$ cat src/sv/bec_pkg.sv
package bec_pkg;

  localparam int ACTION_W         = 2;
  localparam int MASK_W           = 6;
  localparam int KEY_W            = 8;
  localparam int WAIT_W           = 4;
  localparam int MAX_BUTTONS      = 8;
  localparam int BIT_IDX_W        = 3;
  localparam int QUEUE_DEPTH_DEF  = 16;
  localparam int BUTTON_COUNT_DEF = 6;

  localparam logic [ACTION_W-1:0] ACT_POLL  = 2'd0;
  localparam logic [ACTION_W-1:0] ACT_POP   = 2'd1;
  localparam logic [ACTION_W-1:0] ACT_CLEAR = 2'd2;

  localparam logic [1:0] CMD_POLL     = 2'd0;
  localparam logic [1:0] CMD_POLL_POP = 2'd1;
  localparam logic [1:0] CMD_CLEAR    = 2'd2;
  localparam logic [1:0] CMD_NONE     = 2'd3;

  typedef struct packed {
    logic [1:0]             kind;
    logic [MAX_BUTTONS-1:0] push_mask;
  } bec_cmd_t;

  function automatic logic [KEY_W-1:0] key_code_of(input logic [BIT_IDX_W-1:0] idx);
    logic [KEY_W-1:0] code;
    case (idx)
      3'd0: code = 8'hB5;
      3'd1: code = 8'hB6;
      3'd2: code = 8'hB7;
      3'd3: code = 8'hB4;
      3'd4: code = 8'h0D;
      3'd5: code = 8'hB1;
      default: code = 8'h00;
    endcase
    return code;
  endfunction

endpackage

$ cat src/sv/button_edge_key_fifo_top.sv
// A poll word passes from the front end through a two-entry command queue to the back end,
// which writes one key per cycle for each new press into the key store and then, for a pop,
// reads the pop slot; a clear or an unused action code skips both. The back end takes one word
// at a time, and the command queue holds up to two more words while it works.
// Reset is synchronous and active low; it empties the ring, clears the previous mask,
// disables polling and drops any pending result. The key store itself is not cleared.
module button_edge_key_fifo_top #(
  parameter int QUEUE_DEPTH  = bec_pkg::QUEUE_DEPTH_DEF,
  parameter int BUTTON_COUNT = bec_pkg::BUTTON_COUNT_DEF
) (
  input  logic                        clk,
  input  logic                        rst_n,
  input  logic                        cfg_wr_en,
  input  logic                        cfg_wr_data,
  input  logic                        in_valid,
  output logic                        in_ready,
  input  logic [bec_pkg::ACTION_W-1:0] in_action,
  input  logic [bec_pkg::MASK_W-1:0]   in_button_mask,
  output logic                        out_valid,
  input  logic                        out_ready,
  output logic                        out_key_valid,
  output logic [bec_pkg::KEY_W-1:0]   out_key_code,
  output logic [bec_pkg::WAIT_W-1:0]  out_keys_waiting
);
  import bec_pkg::*;

  logic     fq_valid, fq_ready, bq_valid, bq_ready;
  bec_cmd_t fq_cmd, bq_cmd;

  bec_front #(
    .BUTTON_COUNT (BUTTON_COUNT)
  ) u_front (
    .clk            (clk),
    .rst_n          (rst_n),
    .cfg_wr_en      (cfg_wr_en),
    .cfg_wr_data    (cfg_wr_data),
    .in_valid       (in_valid),
    .in_ready       (in_ready),
    .in_action      (in_action),
    .in_button_mask (in_button_mask),
    .cmd_valid      (fq_valid),
    .cmd_ready      (fq_ready),
    .cmd            (fq_cmd)
  );

  bec_cmd_fifo u_queue (
    .clk      (clk),
    .rst_n    (rst_n),
    .wr_valid (fq_valid),
    .wr_ready (fq_ready),
    .wr_data  (fq_cmd),
    .rd_valid (bq_valid),
    .rd_ready (bq_ready),
    .rd_data  (bq_cmd)
  );

  bec_back #(
    .QUEUE_DEPTH (QUEUE_DEPTH)
  ) u_back (
    .clk              (clk),
    .rst_n            (rst_n),
    .cmd_valid        (bq_valid),
    .cmd_ready        (bq_ready),
    .cmd              (bq_cmd),
    .out_valid        (out_valid),
    .out_ready        (out_ready),
    .out_key_valid    (out_key_valid),
    .out_key_code     (out_key_code),
    .out_keys_waiting (out_keys_waiting)
  );

endmodule

$ cat src/sv/bec_ram.sv
module bec_ram #(
  parameter int WIDTH = 8,
  parameter int DEPTH = 16
) (
  input  logic                     clk,
  input  logic                     we,
  input  logic [$clog2(DEPTH)-1:0] waddr,
  input  logic [WIDTH-1:0]         wdata,
  input  logic                     re,
  input  logic [$clog2(DEPTH)-1:0] raddr,
  output logic [WIDTH-1:0]         rdata
);

  logic [WIDTH-1:0] mem_r [DEPTH];
  logic [WIDTH-1:0] rdata_r;

  always_ff @(posedge clk) begin
    if (we) begin
      mem_r[waddr] <= wdata;
    end
    if (re) begin
      rdata_r <= mem_r[raddr];
    end
  end

  assign rdata = rdata_r;

endmodule

$ cat src/sv/bec_front.sv
module bec_front #(
  parameter int BUTTON_COUNT = bec_pkg::BUTTON_COUNT_DEF
) (
  input  logic                          clk,
  input  logic                          rst_n,
  input  logic                          cfg_wr_en,
  input  logic                          cfg_wr_data,
  input  logic                          in_valid,
  output logic                          in_ready,
  input  logic [bec_pkg::ACTION_W-1:0]  in_action,
  input  logic [bec_pkg::MASK_W-1:0]    in_button_mask,
  output logic                          cmd_valid,
  input  logic                          cmd_ready,
  output bec_pkg::bec_cmd_t             cmd
);
  import bec_pkg::*;

  logic                    enabled_r;
  logic [BUTTON_COUNT-1:0] prev_r, prev_nxt;
  logic [MAX_BUTTONS-1:0]  levels;
  logic [BUTTON_COUNT-1:0] now;
  logic [MAX_BUTTONS-1:0]  rising_ext;
  logic                    is_poll;
  logic                    accept;

  assign levels   = MAX_BUTTONS'(in_button_mask);
  assign now      = levels[BUTTON_COUNT-1:0];
  assign in_ready = cmd_ready;
  assign accept   = in_valid && cmd_ready;
  assign cmd_valid = in_valid;

  always_comb begin
    rising_ext = '0;
    rising_ext[BUTTON_COUNT-1:0] = now & ~prev_r;
    case (in_action)
      ACT_POLL:  cmd.kind = CMD_POLL;
      ACT_POP:   cmd.kind = CMD_POLL_POP;
      ACT_CLEAR: cmd.kind = CMD_CLEAR;
      default:   cmd.kind = CMD_NONE;
    endcase
    is_poll = (cmd.kind == CMD_POLL) || (cmd.kind == CMD_POLL_POP);
    for (int i = 0; i < MAX_BUTTONS; i++) begin
      cmd.push_mask[i] = is_poll && enabled_r && rising_ext[i] &&
                         (key_code_of(BIT_IDX_W'(i)) != '0);
    end
    prev_nxt = prev_r;
    if (accept) begin
      if (is_poll && enabled_r) begin
        prev_nxt = now;
      end else if (cmd.kind == CMD_CLEAR) begin
        prev_nxt = '0;
      end
    end
  end

  always_ff @(posedge clk) begin
    if (!rst_n) begin
      enabled_r <= 1'b0;
      prev_r    <= '0;
    end else begin
      if (cfg_wr_en) begin
        enabled_r <= cfg_wr_data;
      end
      prev_r <= prev_nxt;
    end
  end

endmodule

$ cat src/sv/bec_cmd_fifo.sv
module bec_cmd_fifo (
  input  logic              clk,
  input  logic              rst_n,
  input  logic              wr_valid,
  output logic              wr_ready,
  input  bec_pkg::bec_cmd_t wr_data,
  output logic              rd_valid,
  input  logic              rd_ready,
  output bec_pkg::bec_cmd_t rd_data
);
  import bec_pkg::*;

  bec_cmd_t   mem_r [2];
  logic       wr_ptr_r, rd_ptr_r;
  logic [1:0] count_r, count_nxt;
  logic       do_wr, do_rd;

  assign wr_ready = (count_r != 2'd2);
  assign rd_valid = (count_r != 2'd0);
  assign rd_data  = mem_r[rd_ptr_r];
  assign do_wr    = wr_valid && wr_ready;
  assign do_rd    = rd_valid && rd_ready;

  always_comb begin
    count_nxt = count_r;
    if (do_wr && !do_rd) begin
      count_nxt = count_r + 2'd1;
    end else if (do_rd && !do_wr) begin
      count_nxt = count_r - 2'd1;
    end
  end

  always_ff @(posedge clk) begin
    if (do_wr) begin
      mem_r[wr_ptr_r] <= wr_data;
    end
    if (!rst_n) begin
      wr_ptr_r <= 1'b0;
      rd_ptr_r <= 1'b0;
      count_r  <= 2'd0;
    end else begin
      if (do_wr) begin
        wr_ptr_r <= ~wr_ptr_r;
      end
      if (do_rd) begin
        rd_ptr_r <= ~rd_ptr_r;
      end
      count_r <= count_nxt;
    end
  end

endmodule

$ cat src/sv/bec_back.sv
module bec_back #(
  parameter int QUEUE_DEPTH = bec_pkg::QUEUE_DEPTH_DEF
) (
  input  logic                        clk,
  input  logic                        rst_n,
  input  logic                        cmd_valid,
  output logic                        cmd_ready,
  input  bec_pkg::bec_cmd_t           cmd,
  output logic                        out_valid,
  input  logic                        out_ready,
  output logic                        out_key_valid,
  output logic [bec_pkg::KEY_W-1:0]   out_key_code,
  output logic [bec_pkg::WAIT_W-1:0]  out_keys_waiting
);
  import bec_pkg::*;

  localparam int PTR_W = $clog2(QUEUE_DEPTH);
  localparam int CNT_W = $clog2(QUEUE_DEPTH + 1);
  localparam int EXT_W = (CNT_W > WAIT_W) ? CNT_W : WAIT_W;
  localparam logic [PTR_W-1:0] LAST = PTR_W'(QUEUE_DEPTH - 1);

  localparam logic [1:0] S_IDLE = 2'd0;
  localparam logic [1:0] S_PUSH = 2'd1;
  localparam logic [1:0] S_FIN  = 2'd2;

  logic [1:0]             state_r, state_nxt;
  logic [1:0]             kind_r, kind_nxt;
  logic [MAX_BUTTONS-1:0] mask_r, mask_nxt;
  logic [PTR_W-1:0]       wp_r, wp_nxt, rp_r, rp_nxt;
  logic                   hit_r, hit_nxt;
  logic                   out_valid_r, out_valid_nxt;
  logic                   out_key_valid_r;
  logic [KEY_W-1:0]       out_key_code_r;
  logic [WAIT_W-1:0]      out_keys_waiting_r;
  logic                   load_out;
  logic [BIT_IDX_W-1:0]   low_idx;
  logic [PTR_W-1:0]       wp_next, rp_next;
  logic [EXT_W-1:0]       count;
  logic [WAIT_W-1:0]      waiting;
  logic                   ram_we, ram_re;
  logic [KEY_W-1:0]       ram_rdata;

  assign wp_next = (wp_r == LAST) ? '0 : wp_r + 1'b1;
  assign rp_next = (rp_r == LAST) ? '0 : rp_r + 1'b1;

  always_comb begin
    low_idx = '0;
    for (int i = MAX_BUTTONS - 1; i >= 0; i--) begin
      if (mask_r[i]) begin
        low_idx = BIT_IDX_W'(i);
      end
    end
    if (wp_r >= rp_r) begin
      count = EXT_W'(wp_r - rp_r);
    end else begin
      count = EXT_W'(wp_r) + EXT_W'(QUEUE_DEPTH) - EXT_W'(rp_r);
    end
    waiting = (count > EXT_W'(15)) ? WAIT_W'(15) : count[WAIT_W-1:0];
  end

  bec_ram #(
    .WIDTH (KEY_W),
    .DEPTH (QUEUE_DEPTH)
  ) u_store (
    .clk   (clk),
    .we    (ram_we),
    .waddr (wp_r),
    .wdata (key_code_of(low_idx)),
    .re    (ram_re),
    .raddr (rp_r),
    .rdata (ram_rdata)
  );

  assign load_out  = (state_r == S_FIN) && (!out_valid_r || out_ready);
  assign cmd_ready = (state_r == S_IDLE);

  always_comb begin
    state_nxt = state_r;
    kind_nxt  = kind_r;
    mask_nxt  = mask_r;
    wp_nxt    = wp_r;
    rp_nxt    = rp_r;
    hit_nxt   = hit_r;
    ram_we    = 1'b0;
    ram_re    = 1'b0;
    case (state_r)
      S_IDLE: begin
        if (cmd_valid) begin
          kind_nxt = cmd.kind;
          mask_nxt = cmd.push_mask;
          hit_nxt  = 1'b0;
          if (cmd.kind == CMD_CLEAR) begin
            wp_nxt    = '0;
            rp_nxt    = '0;
            state_nxt = S_FIN;
          end else if (cmd.kind == CMD_NONE) begin
            state_nxt = S_FIN;
          end else begin
            state_nxt = S_PUSH;
          end
        end
      end
      S_PUSH: begin
        if (mask_r != '0) begin
          ram_we   = 1'b1;
          wp_nxt   = wp_next;
          mask_nxt = mask_r & (mask_r - 1'b1);
          if (wp_next == rp_r) begin
            rp_nxt = rp_next;
          end
        end else begin
          if ((kind_r == CMD_POLL_POP) && (wp_r != rp_r)) begin
            ram_re  = 1'b1;
            rp_nxt  = rp_next;
            hit_nxt = 1'b1;
          end
          state_nxt = S_FIN;
        end
      end
      S_FIN: begin
        if (load_out) begin
          state_nxt = S_IDLE;
        end
      end
      default: state_nxt = S_IDLE;
    endcase
    out_valid_nxt = out_valid_r;
    if (load_out) begin
      out_valid_nxt = 1'b1;
    end else if (out_ready) begin
      out_valid_nxt = 1'b0;
    end
  end

  always_ff @(posedge clk) begin
    kind_r <= kind_nxt;
    mask_r <= mask_nxt;
    hit_r  <= hit_nxt;
    if (load_out) begin
      out_key_valid_r    <= hit_r;
      out_key_code_r     <= hit_r ? ram_rdata : '0;
      out_keys_waiting_r <= waiting;
    end
    if (!rst_n) begin
      state_r     <= S_IDLE;
      wp_r        <= '0;
      rp_r        <= '0;
      out_valid_r <= 1'b0;
    end else begin
      state_r     <= state_nxt;
      wp_r        <= wp_nxt;
      rp_r        <= rp_nxt;
      out_valid_r <= out_valid_nxt;
    end
  end

  assign out_valid        = out_valid_r;
  assign out_key_valid    = out_key_valid_r;
  assign out_key_code     = out_key_code_r;
  assign out_keys_waiting = out_keys_waiting_r;

endmodule

$ cat config.mk
export PLATFORM = sky130hd
export DESIGN_NAME = button_edge_key_fifo_top
export DESIGN_NICKNAME = d
export VERILOG_FILES = /design/src/sv/bec_pkg.sv /design/src/sv/button_edge_key_fifo_top.sv /design/src/sv/bec_ram.sv /design/src/sv/bec_front.sv /design/src/sv/bec_cmd_fifo.sv /design/src/sv/bec_back.sv
export SDC_FILE = /design/constraint.sdc
export NUM_CORES = 1
export LEC_CHECK = 0
export BUFFER_PORTS_ARGS = -buffer_cell sky130_fd_sc_hd__buf_2
export CAP_MARGIN = 10
export CORE_AREA = 2 2 85 169
export DETAILED_ROUTE_END_ITERATION = 6
export DIE_AREA = 0 0 87 171
export HOLD_SLACK_MARGIN = 0.15
export PLACE_DENSITY_LB_ADDON = 0.3
export SYNTH_ARGS = -nofsm -noshare
export SYNTH_HDL_FRONTEND = slang
export SYNTH_HIERARCHICAL = 1
export SYNTH_SLANG_ARGS = --single-unit
$ cat constraint.sdc
create_clock -name clk -period 2.8 [get_ports clk]
set_input_delay 0.28 -clock clk [delete_from_list [all_inputs] [get_ports clk]]
set_output_delay 0.28 -clock clk [all_outputs]
set_load 0.05 [all_outputs]
==> results of run 1 <==
==> critical path, cell delays in order, from the launching register on <==
cell	delay, ns
dfxtp_1	0.50
ha_1	0.31
xor3_1	0.24
o22ai_1	0.12
nand3_1	0.08
a211o_1	0.37
or4_1	0.53
a31oi_1	0.17
==> cell usage after synthesis, drive strengths merged, types with 7 or more instances <==
cell type,n
edfxtp,180
nand2,36
nor2,34
mux4,32
dfxtp,23
a22oi,19
inv,16
o21ai,15
and2,14
buf,13
mux2,11
nor3,11
nand2b,10
a21oi,9
ha,7
==> through the flow <==
stage               setup slack, ns  hold WS [ns]  power (µW)
global placement             0.5250        0.4779        5468
global route                 0.2582        0.2176        8366
CTS                          0.4275        0.2034        8059
floorplan                    0.4677        0.4017        5113
finish                       0.4083        0.2087        8011
detailed placement           0.4716        0.4839        5512
==> state kept, by name, indices dropped and copies added (netlist names), named ones only <==
| signal | flops |
|---|---|
| u_back/hit_r | 1 |
| u_back/kind_r | 2 |
| u_back/mask_r | 8 |
| u_back/out_key_code | 8 |
| u_back/out_key_valid | 1 |
| u_back/out_keys_waiting | 4 |
| u_back/out_valid | 1 |
| u_back/rp_r | 4 |
| u_back/state_r | 2 |
| u_back/u_store/mem_r | 128 |
| u_back/u_store/rdata | 8 |
| u_back/wp_r | 4 |
| u_front/enabled_r | 1 |
| u_front/prev_r | 6 |
| u_queue/count_r | 2 |
| u_queue/mem_r | 20 |
| u_queue/rd_ptr_r | 1 |
| u_queue/wr_ptr_r | 1 |
==> layout make-up <==
class / instances / area, µm²
clock buffers: 23 / 500.5
clock inverters: 9 / 116.4
fillers: 843 / 4019
inverters: 16 / 60.06
multi-input cells: 289 / 2420
flip-flops and latches: 203 / 5867
well taps: 157 / 196.4
repair buffers: 68 / 483.0
==> power by group <==
group / leakage [µW] / internal [µW] / switching, µW / total, µW
registers: 0.00180 / 3840 / 175 / 4010
clock network: 0.000304 / 1540 / 994 / 2530
logic: 0.00120 / 534 / 933 / 1470
total: 0.00330 / 5910 / 2100 / 8010
==> per-layer routing <==
metal / global-route usage (%) / vias to the layer above
li1: - / 2147
met1: 27.98 / 2233
met2: 38.37 / 135
met3: 2.943 / 31
met4: 7.609 / 0
met5: 0 / -
==> cells by family (layout without fill, tap and decap cells) <==
kind of cell / Yosys count / after routing / synth area share [%]
flops: 203 / 203 / 69.55
simple gates: 141 / 141 / 8.991
compound gates: 67 / 67 / 5.519
mux: 46 / 46 / 10.99
buf+inv: 36 / 116 / 2.463
xor+xnor: 9 / 9 / 1.113
fa+ha+maj: 8 / 8 / 1.276
other cells: 2 / 18 / 0.08905
==> layout by cell type, fill, tap and decap left out, types with 7 or more instances in the layout <==
master and n:
nor2_1 34, dfxtp_1 22, conb_1 18, buf_4 27
inv_1 14, ha_1 7, nor3_1 8, clkbuf_16 19
buf_2 28, mux4_2 18, a21oi_1 9, edfxtp_1 180
o21ai_0 14, mux4_1 14, nand2b_1 8, and2_1 14
dlygate4sd3_1 12, nand2_1 35, a22oi_1 19, mux2_2 11
==> path summary, 6_finish.rpt <==
kind / from / end / slack (ns) / cells after the start
min reg2reg: u_back/rp_r[0] / u_back/rp_r[0] / 0.49 / 1
max: u_back/wp_r[1] / u_back/rp_r[2] / 0.41 / 7
min: rst_n / u_queue/wr_ptr_r / 0.21 / 2
max reg2reg: u_back/wp_r[1] / u_back/rp_r[2] / 0.41 / 7
==> what timing repair did <==
action                     4_1_cts  5_1_grt
hold endpoints to repair        13        0
buffers inserted                 0        0
hold buffers                    12        0
setup endpoints to repair        0        0
==> flow_metrics.py, run 1 <==
metrics = {
    "outcome": {
        "status": "completed",
    },
    "timing": {
        "setup_viol": 0,
        "min_period_over_period_pct": 85.42,
        "period_minus_slack_ns": 2.392,
        "worst_slew_pin_slew_ns": 1.101,
        "maxSlewHeadroom_pct": 26.61,
        "max_freq_ghz": 0.4181,
        "final_hold_viol_count": 0,
        "rsz0062_at_grt": "false",
        "finalSetupTns_ns": 0,
        "worst_clock_skew_ns": 0.01164,
        "slew_viol_final": 0,
    },
    "logic_synthesis": {
        "ys_ff_latch": 203,
        "ys_seq_area_share_pct": 69.55,
        "synthCells": 512,
        "synth_area_leaders": "edfxtp_1, dfxtp_1, mux4_2, mux4_1, a22oi_1",
        "ys_async_sr_fraction_pct": 0,
        "ys_types": 62,
        "synth_top_area_share_pct": 64.09,
        "synth_warnings": 6,
        "synth_edf_count": 180,
        "yosysTopAreaCell": "edfxtp_1",
        "syn-cell-area_um2": 8433,
        "synthFlopType": "edfxtp_1",
        "syn_area_per_cell_um2": 16.47,
    },
    "detailed_routing": {
        "firstDrtPassIters": 5,
        "route.antenna.remaining_nets": 0,
        "vias": 4546,
        "wire_per_inst_um": 19.97,
        "wl_met3_um": 792,
        "top_layer_used": "met4",
        "wl_um": 15280,
        "met1_length_um": 5846,
        "met2WireLength_um": 8230,
        "vias_per_cell": 5.942,
        "drt_iter0_markers": 334,
        "drc": 0,
    },
    "global_route": {
        "grt_pass1_wl_um": 24360,
        "grt_overflow": 0,
        "antenna_found_initial": 0,
        "grt_pass1_vias": 4560,
        "grt_usage_pct": 21.99,
        "grt_max_degree": 49,
    },
    "critical_path": {
        "crit_type": "reg2reg",
        "cp-end-kind": "flop",
        "setup.worst_path.start_class": "flop",
        "path_max_fanout": 7,
        "critPathArrivalTime_ns": 2.79,
        "required_ns": 3.20,
    },
    "layout": {
        "antenna_cells": 0,
        "layout-drive-gt1-share_pct": 21.05,
        "nets": 618,
        "area_growth_pct": 14.35,
        "fin_area_um2": 9643,
        "final_util_pct": 70.58,
        "instances_no_fill": 765,
    },
    "power_and_ir_drop": {
        "ir_drop_uv": 957.5,
        "powerDensity_nw_per_um2": 830.8,
        "leakagePower_uw": 0.003303,
    },
    "clock_tree": {
        "root_buffer": "clkbuf_16",
        "htree_levels": 1,
        "clkTransAtPathRegs_ns": 0.06,
        "ctsResizeCount": 0,
        "numCtsBuffers": 18,
        "cts_tree": "done",
        "max-clock-path-buffers": 3,
        "cts_sinks": 203,
        "insertion_delay_ns": 0.48,
    },
    "floorplan": {
        "dieArea_um2": 14880,
        "core_um2": 13660,
        "die_x_um": 87,
        "num_rows": 61,
        "die_height_um": 171,
        "io_pins": 29,
        "start_util_pct": 61.73,
    },
    "place": {
        "dpl.cell_count": 721,
        "gp_congestion": 0.8917,
        "dp_hpwl_um": 9672,
        "placed_cell_area_um2": 8906,
        "port_buffers": 28,
    },
    "hold_path": {
        "hp-class": "in2reg",
    },
    "run": {
        "maxCapViolCount": 0,
    },
}
(Power assumes the default switching activity.)
==> run 2, diff against run 1 <==
--- a/config.mk
+++ b/config.mk
@@ -12,6 +12,7 @@
 export DIE_AREA = 0 0 87 171
 export HOLD_SLACK_MARGIN = 0.15
 export PLACE_DENSITY_LB_ADDON = 0.3
+export RECOVER_POWER = 100
 export SYNTH_ARGS = -nofsm -noshare
 export SYNTH_HDL_FRONTEND = slang
 export SYNTH_HIERARCHICAL = 1
==> flow_metrics.py, run 2 (synthesis gave the netlist of run 1 again) <==
metrics = {
    "outcome": {
        "status": "completed",
    },
    "power_and_ir_drop": {
        "leakagePower_uw": 0.003170,
        "p_comb_share_pct": 17.7,
        "p_seq_share_pct": 50.4,
        "ir_drop_uv": 956.5,
        "pwr-share-clk_pct": 31.9,
        "power_switching_uw": 2089,
        "power.internal_uw": 5863,
        "p_sw_share_pct": 26.28,
        "power_uw": 7952,
        "powerDensity_nw_per_um2": 836.0,
    },
    "timing": {
        "final_hold_viol_count": 0,
        "worst_clock_skew_ns": 0.01247,
        "max_freq_ghz": 0.3974,
        "period_minus_slack_ns": 2.516,
        "worst_slew_pin_slew_ns": 1.093,
        "rsz0062_at_grt": "false",
        "finalWorstSetupSlack_ns": 0.2838,
        "slew_viol_final": 0,
        "min_period_over_period_pct": 89.86,
        "setup_viol": 0,
        "maxSlewHeadroom_pct": 27.11,
        "finalSetupTns_ns": 0,
    },
    "clock_tree": {
        "ctsResizeCount": 0,
        "cts_sinks": 203,
        "root_buffer": "clkbuf_16",
        "clkTransAtPathRegs_ns": 0.06,
        "ctsHoldBuffers": 12,
        "cts_setup_buffers": 0,
        "insertion_delay_ns": 0.48,
        "htree_levels": 1,
        "max-clock-path-buffers": 3,
        "numCtsBuffers": 18,
        "cts_tree": "done",
    },
    "global_route": {
        "grt_pass1_wl_um": 24360,
        "grt_pass1_vias": 4560,
        "grt_usage_pct": 21.99,
        "grt_use_met2_pct": 38.37,
        "busiest_layer": "met2",
        "grt_max_degree": 49,
        "globalRouteMet3Util_pct": 2.943,
        "antenna_found_initial": 0,
        "grt_overflow": 0,
        "met1_usage_pct": 27.98,
    },
    "detailed_routing": {
        "vias_per_cell": 5.946,
        "drt_iter0_markers": 344,
        "wl_um": 15280,
        "drc": 0,
        "firstDrtPassIters": 5,
        "wire_per_inst_um": 19.98,
        "route.antenna.remaining_nets": 0,
        "vias": 4549,
    },
    "floorplan": {
        "core_um2": 13660,
        "dieArea_um2": 14880,
        "die_height_um": 171,
        "die_x_um": 87,
        "num_rows": 61,
        "io_pins": 29,
        "start_util_pct": 61.73,
    },
    "critical_path": {
        "ff2ff_path_depth": 7,
        "rrSetupSlack_ns": 0.28,
        "critPathMaxStageDelay_ns": 0.53,
        "required_ns": 3.20,
        "reg2reg_to": "u_back/rp_r[2]",
        "critPathArrivalTime_ns": 2.92,
        "path_max_fanout": 8,
        "crit_type": "reg2reg",
        "crit_start": "u_back/mask_r[1]",
        "cp-end-kind": "flop",
        "crit_path_top_delay_cell": "or4_1",
        "setup.worst_path.start_class": "flop",
        "cp-endpoint": "u_back/rp_r[2]",
        "path_buf_inv": 1,
        "r2r_start": "u_back/mask_r[1]",
        "crit_chain": "nor3_1, nand3_1, nand2_1, inv_2, a211o_1, or4_1, a31oi_1",
        "path_depth": 7,
        "critPathTopFamily": "simple AND/OR/NAND/NOR gates",
    },
    "layout": {
        "largest_reg_flops": 128,
        "nets": 618,
        "antenna_cells": 0,
        "top_regs": "u_back/u_store/mem_r: 128 flops, u_queue/mem_r: 20 flops",
        "layout-drive-gt1-share_pct": 13.98,
        "fin_area_um2": 9512,
        "final_cell_mix": "edfxtp_1, clkbuf_1, nand2_1",
        "top_register": "u_back/u_store/mem_r",
        "area_growth_pct": 12.79,
        "final_common_cell": "edfxtp_1",
    },
    "place": {
        "gp_congestion": 0.8917,
        "dp_hpwl_um": 9672,
        "placed_cell_area_um2": 8906,
        "port_buffers": 28,
        "place_ws_ns": 0.4716,
    },
    "hold_path": {
        "hp-class": "in2reg",
        "worstHoldStart": "rst_n",
    },
    "run": {
        "maxCapViolCount": 0,
    },
}
run 2: cell types whose count changed in the layout (fill, tap and decap cells not counted), moves of 2 or more:
cell      previous run  this run
clkbuf_1             3        37
buf_4               27         6
buf_2               28        11
and2_0               0         5
and2_1              14         9
clkbuf_2             0         4
mux2_1               0         2
mux2_2              11         9
nand2b_1             8        10
run 2: worst min-delay path by stage:
stage                               to  cells after the start
detailed placement   u_front/prev_r[0]                      1
CTS                   u_queue/wr_ptr_r                      2
finish                u_queue/wr_ptr_r                      2
global route        u_queue/count_r[1]                      2
floorplan                         flop                      1
global placement        u_back/rp_r[0]                      1
run 2: power groups by stage:
stage	sequential (µW)	combinational (µW)	clock [µW]
2_1_floorplan	4130	979	0
3_3_place_gp	4050	1410	0
3_5_place_dp	4070	1450	0
4_1_cts	4010	1470	2580
5_1_grt	4050	1580	2680
6_report	4010	1410	2530
run 2: metrics by stage:
| stage | std cells | util (%) | hold WS [ns] |
|---|---|---|---|
| detailed placement | 721 | 65.19 | 0.4839 |
| finish | 765 | 69.62 | 0.2090 |
| global placement | 721 | 65.19 | 0.4779 |
| CTS | 765 | 70.58 | 0.2034 |
| floorplan | 528 | - | 0.4017 |
| global route | 765 | 69.62 | 0.2144 |
run 2: area by class of cell:
cell class	count	area, µm²
Timing Repair Buffer	68	375.4
Inverter	16	60.06
Clock buffer	23	500.5
Clock inverter	9	116.4
Multi-Input combinational cell	289	2397
Tap cell	157	196.4
Sequential cell	203	5866
Fill cell	889	4150
run 2: routing by layer:
layer  routed length [µm]  vias up
met4                  413        0
met1                 5992     2241
met5                    0        -
met2                 8107      131
met3                  769       32
li1                     -     2145
